==> src/necirtx_pkg.sv <==
// Shared types, constants and register map of the NEC infrared frame transmitter.
package necirtx_pkg;

    // Default payload widths of an NEC frame.
    localparam int ADDRESS_BITS_DEF = 16;
    localparam int COMMAND_BITS_DEF = 16;

    // Widths of the item fields on the stream ports.
    localparam int FIELD_W  = 16;
    localparam int S_DATA_W = 2 * FIELD_W;
    localparam int M_DATA_W = 8;

    // Widths of the timing state.
    localparam int TICK_W = 8;
    localparam int IDX_W  = 6;

    // Configuration port geometry.
    localparam int APB_ADDR_W = 5;
    localparam int APB_DATA_W = 32;
    localparam int REG_IDX_W  = 3;

    // Register indexes.
    localparam logic [REG_IDX_W-1:0] REG_LEADER_MARK  = 3'd0;
    localparam logic [REG_IDX_W-1:0] REG_LEADER_SPACE = 3'd1;
    localparam logic [REG_IDX_W-1:0] REG_BIT_MARK     = 3'd2;
    localparam logic [REG_IDX_W-1:0] REG_ZERO_SPACE   = 3'd3;
    localparam logic [REG_IDX_W-1:0] REG_ONE_SPACE    = 3'd4;

    // Reset values of the tick-count registers.
    localparam logic [TICK_W-1:0] LEADER_MARK_RST  = 8'd129;
    localparam logic [TICK_W-1:0] LEADER_SPACE_RST = 8'd61;
    localparam logic [TICK_W-1:0] BIT_MARK_RST     = 8'd6;
    localparam logic [TICK_W-1:0] ZERO_SPACE_RST   = 8'd6;
    localparam logic [TICK_W-1:0] ONE_SPACE_RST    = 8'd24;

    // Input item kinds carried in tuser.
    localparam logic CMD_TICK  = 1'b0;
    localparam logic CMD_START = 1'b1;

    // Segment durations as seen by the sequencer.
    typedef struct packed {
        logic [TICK_W-1:0] leader_mark_ticks;
        logic [TICK_W-1:0] leader_space_ticks;
        logic [TICK_W-1:0] bit_mark_ticks;
        logic [TICK_W-1:0] zero_space_ticks;
        logic [TICK_W-1:0] one_space_ticks;
    } t_cfg;

    // Frame segments, one-hot.
    typedef enum logic [4:0] {
        PH_IDLE       = 5'b00001,
        PH_LEAD_MARK  = 5'b00010,
        PH_LEAD_SPACE = 5'b00100,
        PH_BIT_MARK   = 5'b01000,
        PH_BIT_SPACE  = 5'b10000
    } t_phase;

endpackage

==> src/necirtx_cfg.sv <==
// APB register file holding the segment durations of the IR transmitter.
module necirtx_cfg
    import necirtx_pkg::*;
(
    input  logic                  i_clk,
    input  logic                  i_rst_n,
    input  logic                  psel,
    input  logic                  penable,
    input  logic                  pwrite,
    input  logic [APB_ADDR_W-1:0] paddr,
    input  logic [APB_DATA_W-1:0] pwdata,
    output logic [APB_DATA_W-1:0] prdata,
    output logic                  pready,
    output t_cfg                  o_cfg
);

    t_cfg                 r_cfg;
    t_cfg                 n_cfg;
    logic [REG_IDX_W-1:0] reg_idx;
    logic [TICK_W-1:0]    wr_val;
    logic                 wr_en;

    assign pready  = 1'b1;
    assign reg_idx = paddr[APB_ADDR_W-1:2];
    assign wr_val  = pwdata[TICK_W-1:0];
    assign wr_en   = psel && penable && pwrite && pready;

    always_comb begin
        n_cfg = r_cfg;
        if (wr_en) begin
            case (reg_idx)
                REG_LEADER_MARK:  n_cfg.leader_mark_ticks  = wr_val;
                REG_LEADER_SPACE: n_cfg.leader_space_ticks = wr_val;
                REG_BIT_MARK:     n_cfg.bit_mark_ticks     = wr_val;
                REG_ZERO_SPACE:   n_cfg.zero_space_ticks   = wr_val;
                REG_ONE_SPACE:    n_cfg.one_space_ticks    = wr_val;
                default:          n_cfg = r_cfg;
            endcase
        end
    end

    always_ff @(posedge i_clk) begin
        if (!i_rst_n) begin
            r_cfg.leader_mark_ticks  <= LEADER_MARK_RST;
            r_cfg.leader_space_ticks <= LEADER_SPACE_RST;
            r_cfg.bit_mark_ticks     <= BIT_MARK_RST;
            r_cfg.zero_space_ticks   <= ZERO_SPACE_RST;
            r_cfg.one_space_ticks    <= ONE_SPACE_RST;
        end else begin
            r_cfg <= n_cfg;
        end
    end

    // Reads of unmapped addresses return zero.
    always_comb begin
        case (reg_idx)
            REG_LEADER_MARK:  prdata = APB_DATA_W'(r_cfg.leader_mark_ticks);
            REG_LEADER_SPACE: prdata = APB_DATA_W'(r_cfg.leader_space_ticks);
            REG_BIT_MARK:     prdata = APB_DATA_W'(r_cfg.bit_mark_ticks);
            REG_ZERO_SPACE:   prdata = APB_DATA_W'(r_cfg.zero_space_ticks);
            REG_ONE_SPACE:    prdata = APB_DATA_W'(r_cfg.one_space_ticks);
            default:          prdata = '0;
        endcase
    end

    assign o_cfg = r_cfg;

endmodule

==> src/nec_ir_frame_transmitter.sv <==
// Top level of the NEC infrared frame transmitter: frame sequencer and stream ports.
//
//  Channel   Direction  Payload                                    Accepted when
//  s_*       in         tuser: cmd; tdata: address, command        s_tvalid && s_tready
//  m_*       out        tdata: envelope, busy, done, rejected      m_tvalid && m_tready
//  APB       in         five 8-bit tick-count registers            psel&penable&pwrite
//
// The sequencer state and the result register are updated at the edge that
// accepts the item, so a new item can enter every cycle as long as the result
// register is empty or is being drained.
// The reset is synchronous and active low; it returns the sequencer to idle and
// loads the default NEC timings into the configuration registers.
// A stall on the output side holds the result register and lowers s_tready.
//
// Each item is either a tick or a start request. A start taken while idle loads
// the address and command into the payload shift register and opens the leader
// mark; a start while a frame is running is rejected and changes nothing. Each
// tick advances the segment counter, and when it reaches the current segment's
// duration the sequencer moves on: leader mark, leader space, then for every
// payload bit (address first, LSB first) a bit mark and a short or long space,
// and finally a stop bit that is sent as a zero. A tick while idle does nothing.
module nec_ir_frame_transmitter
    import necirtx_pkg::*;
#(
    parameter int ADDRESS_BITS = ADDRESS_BITS_DEF,
    parameter int COMMAND_BITS = COMMAND_BITS_DEF
) (
    input  logic                  i_clk,
    input  logic                  i_rst_n,
    // Input items.
    input  logic                  s_tvalid,
    output logic                  s_tready,
    input  logic [S_DATA_W-1:0]   s_tdata,   // [15:0] frame_address, [31:16] frame_command
    input  logic                  s_tuser,   // [0] cmd: tick or start request
    // Result items.
    output logic                  m_tvalid,
    input  logic                  m_tready,
    output logic [M_DATA_W-1:0]   m_tdata,   // [0] ir_envelope, [1] busy_res,
                                             // [2] frame_done, [3] start_rejected,
                                             // [7:4] zero
    // Configuration port.
    input  logic                  psel,
    input  logic                  penable,
    input  logic                  pwrite,
    input  logic [APB_ADDR_W-1:0] paddr,
    input  logic [APB_DATA_W-1:0] pwdata,
    output logic [APB_DATA_W-1:0] prdata,
    output logic                  pready
);

    localparam int DATA_BITS = ADDRESS_BITS + COMMAND_BITS;

    t_cfg cfg;

    necirtx_cfg u_cfg (
        .i_clk   (i_clk),
        .i_rst_n (i_rst_n),
        .psel    (psel),
        .penable (penable),
        .pwrite  (pwrite),
        .paddr   (paddr),
        .pwdata  (pwdata),
        .prdata  (prdata),
        .pready  (pready),
        .o_cfg   (cfg)
    );

    // Sequencer state.
    t_phase                r_phase;
    t_phase                n_phase;
    logic [TICK_W-1:0]     r_tick;
    logic [TICK_W-1:0]     n_tick;
    logic [IDX_W-1:0]      r_bit_idx;
    logic [IDX_W-1:0]      n_bit_idx;
    logic [DATA_BITS-1:0]  r_payload;
    logic [DATA_BITS-1:0]  n_payload;

    // Result register.
    logic                  r_m_valid;
    logic [M_DATA_W-1:0]   r_m_data;
    logic [M_DATA_W-1:0]   n_m_data;

    logic                  accept;
    logic                  busy;
    logic                  in_stop_bit;
    logic                  cur_bit;
    logic [TICK_W-1:0]     seg_len;
    logic [TICK_W-1:0]     tick_inc;
    logic                  done;
    logic                  rejected;
    logic                  envelope;

    // The result register is free when empty or being read in this cycle.
    assign s_tready = !r_m_valid || m_tready;
    assign accept   = s_tvalid && s_tready;
    assign busy     = (r_phase != PH_IDLE);

    // Past the last payload bit the sequencer is sending the stop bit, a zero.
    assign in_stop_bit = ({1'b0, r_bit_idx} >= (IDX_W + 1)'(DATA_BITS));
    assign cur_bit     = in_stop_bit ? 1'b0 : r_payload[0];
    assign tick_inc    = r_tick + 1'b1;

    always_comb begin
        case (r_phase)
            PH_LEAD_MARK:  seg_len = cfg.leader_mark_ticks;
            PH_LEAD_SPACE: seg_len = cfg.leader_space_ticks;
            PH_BIT_MARK:   seg_len = cfg.bit_mark_ticks;
            PH_BIT_SPACE:  seg_len = cur_bit ? cfg.one_space_ticks : cfg.zero_space_ticks;
            default:       seg_len = '0;
        endcase
    end

    always_comb begin
        n_phase   = r_phase;
        n_tick    = r_tick;
        n_bit_idx = r_bit_idx;
        n_payload = r_payload;
        done      = 1'b0;
        rejected  = 1'b0;

        if (s_tuser == CMD_START) begin
            if (busy) begin
                rejected = 1'b1;
            end else begin
                n_payload = {COMMAND_BITS'(s_tdata[S_DATA_W-1:FIELD_W]),
                             ADDRESS_BITS'(s_tdata[FIELD_W-1:0])};
                n_bit_idx = '0;
                n_tick    = '0;
                n_phase   = PH_LEAD_MARK;
            end
        end else if (busy) begin
            // A zero duration behaves as one tick since the count is already 1.
            if (tick_inc >= seg_len) begin
                n_tick = '0;
                case (r_phase)
                    PH_LEAD_MARK: begin
                        n_phase = PH_LEAD_SPACE;
                    end
                    PH_LEAD_SPACE: begin
                        n_phase   = PH_BIT_MARK;
                        n_bit_idx = '0;
                    end
                    PH_BIT_MARK: begin
                        n_phase = PH_BIT_SPACE;
                    end
                    PH_BIT_SPACE: begin
                        if (in_stop_bit) begin
                            n_phase   = PH_IDLE;
                            n_bit_idx = '0;
                            n_payload = '0;
                            done      = 1'b1;
                        end else begin
                            n_payload = r_payload >> 1;
                            n_bit_idx = r_bit_idx + 1'b1;
                            n_phase   = PH_BIT_MARK;
                        end
                    end
                    default: begin
                        n_phase = PH_IDLE;
                    end
                endcase
            end else begin
                n_tick = tick_inc;
            end
        end
    end

    assign envelope = (n_phase == PH_LEAD_MARK) || (n_phase == PH_BIT_MARK);
    assign n_m_data = {4'b0000, rejected, done, (n_phase != PH_IDLE), envelope};

    always_ff @(posedge i_clk) begin
        if (!i_rst_n) begin
            r_phase   <= PH_IDLE;
            r_tick    <= '0;
            r_bit_idx <= '0;
            r_m_valid <= 1'b0;
        end else begin
            if (accept) begin
                r_phase   <= n_phase;
                r_tick    <= n_tick;
                r_bit_idx <= n_bit_idx;
                r_m_valid <= 1'b1;
            end else if (m_tready) begin
                r_m_valid <= 1'b0;
            end
        end
    end

    // Payload and result data need no reset; they are only read once loaded.
    always_ff @(posedge i_clk) begin
        if (accept) begin
            r_payload <= n_payload;
            r_m_data  <= n_m_data;
        end
    end

    assign m_tvalid = r_m_valid;
    assign m_tdata  = r_m_data;

endmodule
==> config.mk <==
export PLATFORM = sky130hd
export DESIGN_NAME = nec_ir_frame_transmitter
export DESIGN_NICKNAME = d
export VERILOG_FILES = /design/src/necirtx_pkg.sv /design/src/necirtx_cfg.sv /design/src/nec_ir_frame_transmitter.sv
export SDC_FILE = /design/constraint.sdc
export NUM_CORES = 1
export LEC_CHECK = 0
export BUFFER_PORTS_ARGS = -buffer_cell sky130_fd_sc_hd__buf_2
export CAP_MARGIN = 20
export CORE_MARGIN = 3
export CORE_UTILIZATION = 40
export CTS_CLUSTER_DIAMETER = 200
export DETAILED_ROUTE_END_ITERATION = 8
export GPL_ROUTABILITY_DRIVEN = 0
export PLACE_DENSITY_LB_ADDON = 0.15
export SLEW_MARGIN = 10
export SYNTH_ARGS = -nofsm -noshare
export SYNTH_HDL_FRONTEND = slang
export SYNTH_SLANG_ARGS = --single-unit
export TNS_END_PERCENT = 20
==> constraint.sdc <==
create_clock -name i_clk -period 8.75 [get_ports i_clk]
set_input_delay 0 -clock i_clk [delete_from_list [all_inputs] [get_ports i_clk]]
set_output_delay 0 -clock i_clk [all_outputs]
set_load 0.01 [all_outputs]
# --- Word-level counts from Yosys, hierarchy flattened ---
# Cells that the tools add are included.
# Widths: inputs -> output; s select.
totals:
  ff_bits: 96
  in_bits: 77
  output_inout_bits: 43
  wordCells: 84
classes:
  add_sub_neg: 2
  order_cmp: 2
  n_eq_ne: 13
  n_mux: 30
  n_bitwise: 3
  n_reduce_logical: 21
ops:
  columns: ["cell", "count"]
  rows:
  - ["$mux 32", 5]
  - ["$mux 8", 5]
  - ["$pmux 8 s5", 1]
  - ["$pmux 8 s4", 1]
  - ["$mux 31", 1]
  - ["$mux 6", 5]
  - ["$mux 5", 4]
  - ["$pmux 5 s4", 1]
  - ["$pmux 6 s2", 1]
  - ["$eq 5x2->1 const B", 2]
  - ["$eq 5x4->1 const B", 2]
  - ["$ne 5x1->1 const B", 2]
  - ["$reduce_and 2->1", 5]
  - ["$reduce_and 5->1", 2]
  - ["$add 8x1->8 const B", 1]
  - ["$ge 8x8->1", 1]
  - ["$reduce_bool 2->1", 4]
  - ["$add 6x1->6 const B", 1]
  - ["$eq 3x2->1 const B", 2]
  - ["$ge 6x6->1 const B", 1]
  - ["$eq 5x3->1 const B", 1]
  - ["$eq 5x5->1 const B", 1]
  - ["$mux 1", 5]
  - ["$mux 4", 1]
  - ["other kinds (11)", 16]

# --- Longest topological paths before layout ---
# Gate-level depths: netlist of run 1.
logic_depth:
  depth_word: 10
  mapped_depth: 14

# --- By module ---
# A second synthesis of run 1 with hierarchy kept.
hier_totals:
  hier_cells: 518
  area_unflattened_um2: 5108.6
modules_own_cells:
  columns: ["mod", "instances", "cells_per_inst", "area_per_inst_um2", "seq_area_each_um2"]
  rows:
  - ["nec_ir_frame_transmitter", 1, 288, 2985.4, 1481.4]
  - ["necirtx_cfg", 1, 230, 2123.3, 800.8]

# --- Least setup slack after synthesis of run 1 ---
# OpenSTA, ideal clock, no wires.
synth_path:
  path_kind: "reg-to-reg"
  startpoint: "reg r_phase[4]"
  endpoint: "reg r_payload[0], enable pin"
  setup_ns: 0.391
  arrival_time_ns: 3.111
  required_ns: 8.359
  path_slack_ns: 5.248
  path_stages_with_launch: 11
  n_path_buf: 2
  period_less_slack_ns: 3.502
  cell_sequence: "dfxtp_1 buf_2 or4b_4 nor2_4 a221oi_1 ha_1 nand4_1 o31a_1 buf_6 nor2_1 o21a_1"
synth_between:
  elab_chain_len: 5
  elab_cells_between_ends: 12
  classes_between: "1 x order compare; 6 x eq/ne; 1 x mux; 4 x reduce/logical"
synth_rtl:
  columns: ["item", "line_no", "source"]
  rows:
  - ["start, declared", "nec_ir_frame_transmitter.sv:69", "t_phase r_phase;"]
  - ["start signal, assigned", "nec_ir_frame_transmitter.sv:179", "r_phase <= n_phase;"]
  - ["$eq 5x5->1 (tied with other cells)", "nec_ir_frame_transmitter.sv:104, nec_ir_frame_transmitter.sv:135", null]
  - ["$pmux 8 s4", "nec_ir_frame_transmitter.sv:104", "case (r_phase)"]
  - ["$ge 8x8->1", "nec_ir_frame_transmitter.sv:133", "if (tick_inc >= seg_len) begin"]
  - ["$reduce_bool 2->1 (no line)", null, null]
  - ["$reduce_and 5->1 (no line) (*)", null, null]
  - ["end signal, assigned", "nec_ir_frame_transmitter.sv:192", "r_payload <= n_payload;"]
  - ["end, declared", "nec_ir_frame_transmitter.sv:75", "logic [DATA_BITS-1:0] r_payload;"]
# Every way passes the cells marked *; elsewhere a longest branch is shown, timed or not.
# A chain may end at the register's enable or synchronous reset.

# --- Worst setup path in the final report of run 1 ---
layout_path:
  startpoint: "reg r_phase[4]"
  endpoint: "reg r_payload[23], enable pin"
# The elaborated chain is that of the path after synthesis.

==> impl_metrics.json, run 1 <==
{
  "synth_seq_cells": 96,
  "drcViolationCount": 0,
  "start_util": 0.416,
  "r2r_slack_ns": 4.86,
  "globalRouteMet3Util": 0.0494,
  "hold_class": "primary input to register",
  "nets": 680,
  "area.growth.synth_to_final_pct": 20.6,
  "wl_per_cell_um": 16.5,
  "io_pins": 120,
  "met1_usage": 0.239,
  "crit_path_max_fanout": 32,
  "grt_antenna_before_repair": 0,
  "coreArea_um2": 12300,
  "hold_path_end": "u_cfg.o_cfg[39]",
  "ant_nets": 0,
  "postLayoutCoreUtil": 0.502,
  "syn_avg_cell_area_um2": 10.2,
  "crit_path_start_kind": "register",
  "drt-initial-drc-count": 331,
  "whs_path_depth": 2,
  "drive_gt1_frac": 0.173,
  "rows": 40,
  "finalHoldViolCount": 0,
  "io_buffers": 64,
  "critPathKind": "register to register",
  "totalPowerFinal_uw": 1010,
  "worstPathRequired_ns": 8.82,
  "max_freq_ghz": 0.257,
  "cts_tree": "built",
  "place_hpwl_um": 8110,
  "cp_data_arrival_time_ns": 3.96,
  "ir_drop_uv": 109,
  "viasPerCell": 5.24,
  "synth_ff_type": "dfxtp_1",
  "maxSlewViolCount": 0,
  "min_from": "i_rst_n",
  "tns_ns": 0,
  "synth-edff-count": 36,
  "end_kind": "register",
  "clk_pin_slew_ns": 0.07,
  "timing.rr.start": "r_phase[4]",
  "power_density_nw_per_um2": 164,
  "die_area_um2": 14100,
  "cts_made_buffers": 9,
  "grt_util_met2": 0.291,
  "antenna_cells": 0,
  "worst_pin_slew_ns": 0.840,
  "synthArstFlopShare": 0,
  "die_h_um": 119,
  "slew_headroom": 0.440,
  "final.setup_skew_ns": 0.00679,
  "period_needed_ns": 3.89,
  "clock_sinks": 96,
  "grt_start_max_net_pins": 44,
  "clk_latency_ns": 0.35,
  "cts_setup_buffers": 0,
  "synth.cell_area_um2": 5100,
  "first_pass_iters": 5,
  "grt_pass1_vias": 3921,
  "wirelength_um": 12600,
  "r2r_end": "r_payload[23]",
  "ff2ff_path_depth": 11,
  "maxCapViolCount": 0,
  "holdWs_ns": 0.0458,
  "ys_seq_area_frac": 0.447,
  "vias": 4005,
  "syn_inst": 499,
  "ys_warn_count": 0,
  "fin_crit_sh": 0.445,
  "cts-root-buf": "clkbuf_16",
  "ctsLongestPathBuffers": 2,
  "busiest_layer": "met2",
  "rsz0062_at_grt": "false",
  "p_leak_uw": 0.00245,
  "cts_hold_buf": 41,
  "cts_resized": 0,
  "ys_types": 58,
  "track_usage": 0.181,
  "htreeDepth": 3,
  "status": "completed",
  "die_x_um": 119,
  "finalSetupViolations": 0,
  "setup.worst_path.start": "r_phase[4]",
  "grt_pass1_wl_um": 20300,
  "overflow": 0
}
[final cells by class]
cell class              count  area, µm²
clock buffers              11        236
clock inverters             5       65.1
fillers                  1112       6110
inverters                   9       33.8
multi-input cells         365       2540
flip-flops and latches     96       2280
well taps                 168        210
repair buffers            110        788
[registers in the layout, indices dropped and copies added (netlist names)]
signal,cells
r_bit_idx,6
r_phase,5
m_tvalid,1
r_payload,32
m_tdata,4
u_cfg.o_cfg,40
r_tick,8
[through the flow]
stage	cell area [µm²]	worst slack (ns)	std cells
after floorplan	5200	5.25	526
after global placement	5420	4.97	706
after detailed placement	5440	4.93	707
after CTS	6150	4.90	764
after global routing	6150	4.56	764
final	6150	4.86	764
[cell families after synthesis]
logic type	Yosys count	synth area share
xor+xnor	6	0.0103
simple gates	140	0.139
flops	96	0.447
buf+inv	65	0.0755
compound gates	118	0.179
other cells	2	0.00147
fa+ha+maj	12	0.0294
mux	60	0.118
[power by group]
| group | switching (µW) | leakage (µW) | total [µW] | internal [µW] |
|---|---|---|---|---|
| sequential | 7.07 | 0.000819 | 486 | 479 |
| clock | 175 | 0.000148 | 403 | 228 |
| combinational | 67.4 | 0.00148 | 119 | 51.5 |
| total | 250 | 0.00245 | 1010 | 758 |
[Yosys cell counts, drive strengths merged, types with 4 or more instances]
cell type	count	area share
o21ai	17	0.017
buf	41	0.058
nand2b	4	0.0064
a221oi	7	0.012
o22ai	9	0.011
nor3	4	0.0083
clkbuf	15	0.011
and3	6	0.0074
o31ai	5	0.011
dfxtp	60	0.24
nor2	58	0.048
nand2	41	0.030
nor2b	4	0.0049
a22oi	7	0.010
mux2i	60	0.12
a32o	6	0.012
inv	7	0.0051
ha	12	0.029
nor3b	4	0.0059
a31oi	7	0.012
a22o	31	0.053
edfxtp	36	0.21
nand3	7	0.0078
a21oi	16	0.016
[layer usage]
layer,part of all wire,vias up
met1,0.46,1894
met4,0.013,0
met5,0,-
met3,0.056,19
met2,0.47,128
li1,-,1964
[cell usage in the layout (no fill, tap or decap), drive strengths merged, types with 2 or more instances in the layout]
cell type	netlist	layout
a21o	2	2
a21oi	16	16
a221oi	7	7
a22o	31	31
a22oi	7	7
a31oi	7	7
a32o	6	6
and2	3	3
and3	6	6
buf	41	69
clkbuf	15	11
clkinv	2	5
conb	2	29
dfxtp	60	60
dlygate4sd3	0	41
edfxtp	36	36
ha	12	12
inv	7	8
mux2i	60	60
nand2	41	41
nand2b	4	4
nand3	7	7
nand4	3	3
nor2	58	58
nor2b	4	4
nor3	4	4
nor3b	4	4
o21a	3	3
o21ai	17	17
o22ai	9	9
o31ai	5	5
or3	2	2
xnor2	3	3
xor2	3	3
[worst max-delay path by stage]
| stage | slack, ns | endpoint | depth (start not counted) |
|---|---|---|---|
| after global placement | 4.97 | r_payload[8] | 12 |
| after floorplan | 5.25 | r_payload[0] | 10 |
| after CTS | 4.90 | r_payload[20] | 12 |
| after detailed placement | 4.93 | r_payload[7] | 12 |
| final | 4.86 | r_payload[23] | 11 |
| after global routing | 4.56 | r_payload[13] | 11 |
[worst max-delay path, stage by stage (launching register included)]
cell,delay (ns)
dfxtp_1,0.50
nor3b_1,0.32
nand2_1,0.34
o21ai_0,0.32
a221o_1,0.15
ha_1,0.22
nand2b_4,0.15
a2111oi_4,0.50
o31a_1,0.52
nor2_1,0.12
o21a_1,0.19
buf_4,0.25
Note: power is estimated with default switching activity, not from simulation.
==> run 2: changes to the inputs <==
clock period = 3.35 ns   (was 8.75 ns; I/O delays follow)
==> run 2 against run 1 <==
Against the previous run:
- register-to-register slack got worse by 4.6 ns
- power increased to 2.6 times the previous value
- critical path depth decreased by 1
- worst hold slack improved by 0.0093 ns
- clock power increased to 2.6 times the previous value
- global-route usage about the same
- maximum frequency increased by 24%
- sequential cell count unchanged
==> impl_metrics.json, run 2 (synthesized netlist as in run 1, its figures left out) <==
{
  "whs_path_depth": 2,
  "dpl_cell_area_um2": 5520,
  "critPathKind": "register to register",
  "ctsLongestPathBuffers": 2,
  "drcViolationCount": 0,
  "die_area_um2": 14100,
  "power_density_nw_per_um2": 423,
  "status": "completed",
  "overflow": 0,
  "rsz0062_at_grt": "false",
  "postLayoutCoreUtil": 0.508,
  "cts_setup_buffers": 0,
  "min_from": "i_rst_n",
  "antenna_cells": 0,
  "coreArea_um2": 12300,
  "track_usage": 0.180,
  "wirelength_um": 12500,
  "crit_path_start_kind": "register",
  "final.setup_skew_ns": 0.00782,
  "die_x_um": 119,
  "placedCellCount": 718,
  "maxSlewViolCount": 0,
  "grt_pass1_wl_um": 20500,
  "clock_sinks": 96,
  "worst_pin_slew_ns": 0.692,
  "clk_latency_ns": 0.34,
  "wl_per_cell_um": 16.1,
  "final_cell_mix": "64 x buf_2, 60 x mux2i_1, 60 x dfxtp_1",
  "io_pins": 120,
  "fin_crit_sh": 0.934,
  "start_util": 0.416,
  "die_h_um": 119,
  "area.growth.synth_to_final_pct": 22.2,
  "design_area_um2": 6230,
  "p_leak_uw": 0.00250,
  "ir_drop_uv": 207,
  "drt-initial-drc-count": 258,
  "slew_headroom": 0.537,
  "clk_pin_slew_ns": 0.07,
  "grt_start_max_net_pins": 43,
  "grt_pass1_vias": 3926,
  "end_kind": "register",
  "cts_made_buffers": 9,
  "rows": 40,
  "largest_reg_flops": 40,
  "place_hpwl_um": 8140,
  "first_pass_iters": 5,
  "grt_antenna_before_repair": 0,
  "fin_cells": 775,
  "maxCapViolCount": 0,
  "tns_ns": 0,
  "period_needed_ns": 3.13,
  "finalHoldViolCount": 0,
  "max_freq_ghz": 0.320,
  "finalSetupViolations": 0,
  "ff2ff_path_depth": 10,
  "r2r_slack_ns": 0.22,
  "hold_class": "primary input to register",
  "cts-root-buf": "clkbuf_16",
  "cts_tree": "built",
  "viasPerCell": 5.28,
  "ant_nets": 0,
  "timing.rr.start": "r_phase[3]",
  "crit_path_max_fanout": 32,
  "worstPathRequired_ns": 3.45,
  "hold_path_end": "u_cfg.o_cfg[26]",
  "totalPowerFinal_uw": 2640,
  "vias": 4094,
  "r2r_end": "r_payload[5]",
  "nets": 691,
  "cp_data_arrival_time_ns": 3.23,
  "htreeDepth": 3,
  "drive_gt1_frac": 0.189,
  "final_common_cell": "buf_2",
  "io_buffers": 64
}
==> run 2: cell count changes in the layout (fill, tap and decap cells not counted), sizes merged <==
cell / delta
clkbuf: -1
buf: +11
inv: +1
==> run 2: layer usage <==
| layer | vias up | share of wire | GRT usage |
|---|---|---|---|
| met5 | - | 0 | 0 |
| met4 | 0 | 0.015 | 0.0630 |
| met3 | 11 | 0.065 | 0.0351 |
| met2 | 154 | 0.47 | 0.295 |
| met1 | 1942 | 0.45 | 0.239 |
| li1 | 1987 | - | - |
==> run 2: stage by stage <==
step / setup WS [ns] / hold WS [ns]
2_1_floorplan: 0.164 / 0.125
3_5_place_dp: 0.222 / 0.297
6_report: 0.220 / 0.0551
5_1_grt: 0.00641 / 0.0661
3_3_place_gp: 0.241 / 0.286
4_1_cts: 0.205 / 0.0441
==> run 2: layout make-up <==
cell class                 count  area, µm²
fill                        1140       6030
multi-input combinational    365       2540
sequential                    96       2280
timing repair buffer         121        863
clock buffer                  10        239
tap                          168        210
clock inverter                 6       65.1
inverter                       9       33.8
==> run 2: critical path: stages, from the launching register on <==
cell,delay (ns)
dfxtp_1,0.48
or4b_4,0.52
nor2_4,0.26
a221o_1,0.23
ha_1,0.23
nand2b_4,0.15
a2111oi_4,0.36
o31a_1,0.18
nor2_1,0.07
o21a_2,0.22
buf_12,0.17
==> run 2: repair_timing <==
item,in CTS,in global routing
endpoints found under the hold margin,72,0
gates resized for setup,0,0
hold buffers,41,0
==> run 2: report_power, final <==
part           internal, µW  switching (µW)  total [µW]
sequential             1250            16.5        1270
clock                   602             451        1050
combinational           142             178         320
total                  1990             646        2640
==> run 2: worst max path at each step <==
stage / from / end / slack (ns)
CTS: r_phase[3] / r_payload[29] / 0.21
floorplan: r_phase[4] / r_payload[0] / 0.16
global route: r_phase[1] / r_payload[30] / 0.006
finish: r_phase[3] / r_payload[5] / 0.22
global placement: r_phase[3] / r_payload[8] / 0.24
detailed placement: r_phase[1] / r_payload[8] / 0.22
==> run 3: changes to the inputs <==
HOLD_SLACK_MARGIN = 0.1   (was default)
==> run 3 against run 2 <==
Against the previous run:
- worst hold slack improved by 0.067 ns
- combinational power about the same
- utilization increased by 0.33 points
- register-to-register slack about the same
- final cell count increased by 0.52%
- via count increased by 0.76%
- power about the same
- critical path type unchanged
- critical endpoint unchanged
- largest power group unchanged
==> impl_metrics.json, run 3 (synthesized netlist as in run 1, its figures left out) <==
{
  "setup_slack_ns": 0.214,
  "vias": 4125,
  "die_x_um": 119,
  "ir_drop_uv": 207,
  "nets": 695,
  "power_density_nw_per_um2": 421,
  "final.setup_skew_ns": 0.00818,
  "start_util": 0.416,
  "maxCapViolCount": 0,
  "antenna_cells": 0,
  "area.growth.synth_to_final_pct": 23.0,
  "clk_latency_ns": 0.34,
  "die_h_um": 119,
  "worstPathRequired_ns": 3.45,
  "status": "completed",
  "rsz0062_at_grt": "false",
  "slowest_delay_ns": 0.52,
  "cts_resized": 0,
  "track_usage": 0.181,
  "ctsLongestPathBuffers": 2,
  "die_area_um2": 14100,
  "maxSlewViolCount": 0,
  "io_pins": 120,
  "crit_path_max_fanout": 32,
  "ff2ff_path_depth": 10,
  "finalSetupViolations": 0,
  "pre_cts_slack_ns": 0.222,
  "crit_chain": "or4b_4 -> nor2_4 -> a221o_1 -> ha_1 -> nand2b_4 -> a2111oi_4 -> o31a_1 -> nor2_1 -> o21a_2 -> buf_12",
  "pwr-share-clk": 0.399,
  "clock_sinks": 96,
  "grt_pass1_wl_um": 20600,
  "whs_path_depth": 4,
  "dpl_cell_area_um2": 5520,
  "drive_gt1_frac": 0.188,
  "r2r_slack_ns": 0.21,
  "cp_data_arrival_time_ns": 3.23,
  "fin_crit_sh": 0.936,
  "coreArea_um2": 12300,
  "cp_num_buf_inv": 1,
  "design_area_um2": 6270,
  "power.internal_uw": 2000,
  "min_from": "s_tuser",
  "power_switching_uw": 646,
  "r2r_end": "r_payload[5]",
  "seqPwrFrac": 0.479,
  "htreeDepth": 3,
  "path_delay_family": "simple AND/OR/NAND/NOR gates",
  "cts_setup_buffers": 0,
  "p_comb_frac": 0.122,
  "first_pass_iters": 5,
  "slew_headroom": 0.528,
  "worst_pin_slew_ns": 0.706,
  "critPathKind": "register to register",
  "cts-root-buf": "clkbuf_16",
  "max_freq_ghz": 0.319,
  "hold_path_end": "r_phase[2]",
  "final_cell_mix": "64 x buf_2, 60 x mux2i_1, 60 x dfxtp_1",
  "period_needed_ns": 3.14,
  "finalHoldViolCount": 0,
  "drt-initial-drc-count": 299,
  "clk_pin_slew_ns": 0.07,
  "final_common_cell": "buf_2",
  "postLayoutCoreUtil": 0.512,
  "crit_path_start_kind": "register",
  "crit_slowest_cell": "or4b_4",
  "wl_per_cell_um": 16.1,
  "grt_start_max_net_pins": 43,
  "cts_tree": "built",
  "grt_pass1_vias": 3953,
  "drcViolationCount": 0,
  "timing.rr.start": "r_phase[3]",
  "end_kind": "register",
  "viasPerCell": 5.30,
  "tns_ns": 0,
  "largest_reg_flops": 40,
  "ant_nets": 0,
  "rows": 40,
  "place_hpwl_um": 8140,
  "grt_antenna_before_repair": 0,
  "wirelength_um": 12500,
  "io_buffers": 64,
  "switching_share": 0.245,
  "cts_made_buffers": 9,
  "setup.worst_path.start": "r_phase[3]",
  "hold_class": "primary input to register",
  "p_leak_uw": 0.00251,
  "overflow": 0
}
run 3: cell types whose count changed in the layout (fill, tap and decap cells not counted), sizes merged:
cell,delta
dlygate4sd3,+4
run 3: power by group through the flow:
stage	sequential (µW)	combinational, µW	clock (µW)
finish	1270	322	1050
global route	1270	353	1140
CTS	1270	320	1080
detailed placement	1290	283	0
global placement	1290	280	0
floorplan	1290	213	0
run 3: tightest hold or removal path: cells and delay by family:
family	cells	cell delay, ns
simple gates	1	0.12
compound gates	1	0.06
buf+inv	2	0.24
run 3: worst max path at each step:
stage | to | slack, ns | cells past startpoint
4_1_cts | r_payload[29] | 0.21 | 10
5_1_grt | r_payload[30] | 0.006 | 12
3_5_place_dp | r_payload[8] | 0.22 | 12
2_1_floorplan | r_payload[0] | 0.16 | 10
6_report | r_payload[5] | 0.21 | 10
3_3_place_gp | r_payload[8] | 0.24 | 10
run 3: area by class of cell:
type	count	area, µm²
well taps	168	210
multi-input cells	365	2540
flip-flops and latches	96	2280
clock buffers	10	239
inverters	9	33.8
clock inverters	6	65.1
repair buffers	125	903
fillers	1135	5990
run 3: per-layer routing:
metal	up-vias	track usage	wire length, µm
li1	1997	-	-
met1	1960	0.240	5670
met5	-	0	0
met2	153	0.296	5890
met4	0	0.0630	220
met3	15	0.0351	753
run 3: what timing repair did:
| action | 4_1_cts | 5_1_grt |
|---|---|---|
| hold buffers | 45 | 0 |
| endpoints found under the setup margin | 0 | 0 |
| hold endpoints to repair | 74 | 0 |
run 3: stage by stage:
stage	power (µW)	std cells	hold WS [ns]
2_1_floorplan	1500	526	0.125
3_3_place_gp	1570	718	0.286
3_5_place_dp	1570	718	0.297
4_1_cts	2670	779	0.105
5_1_grt	2760	779	0.139
6_report	2640	779	0.122
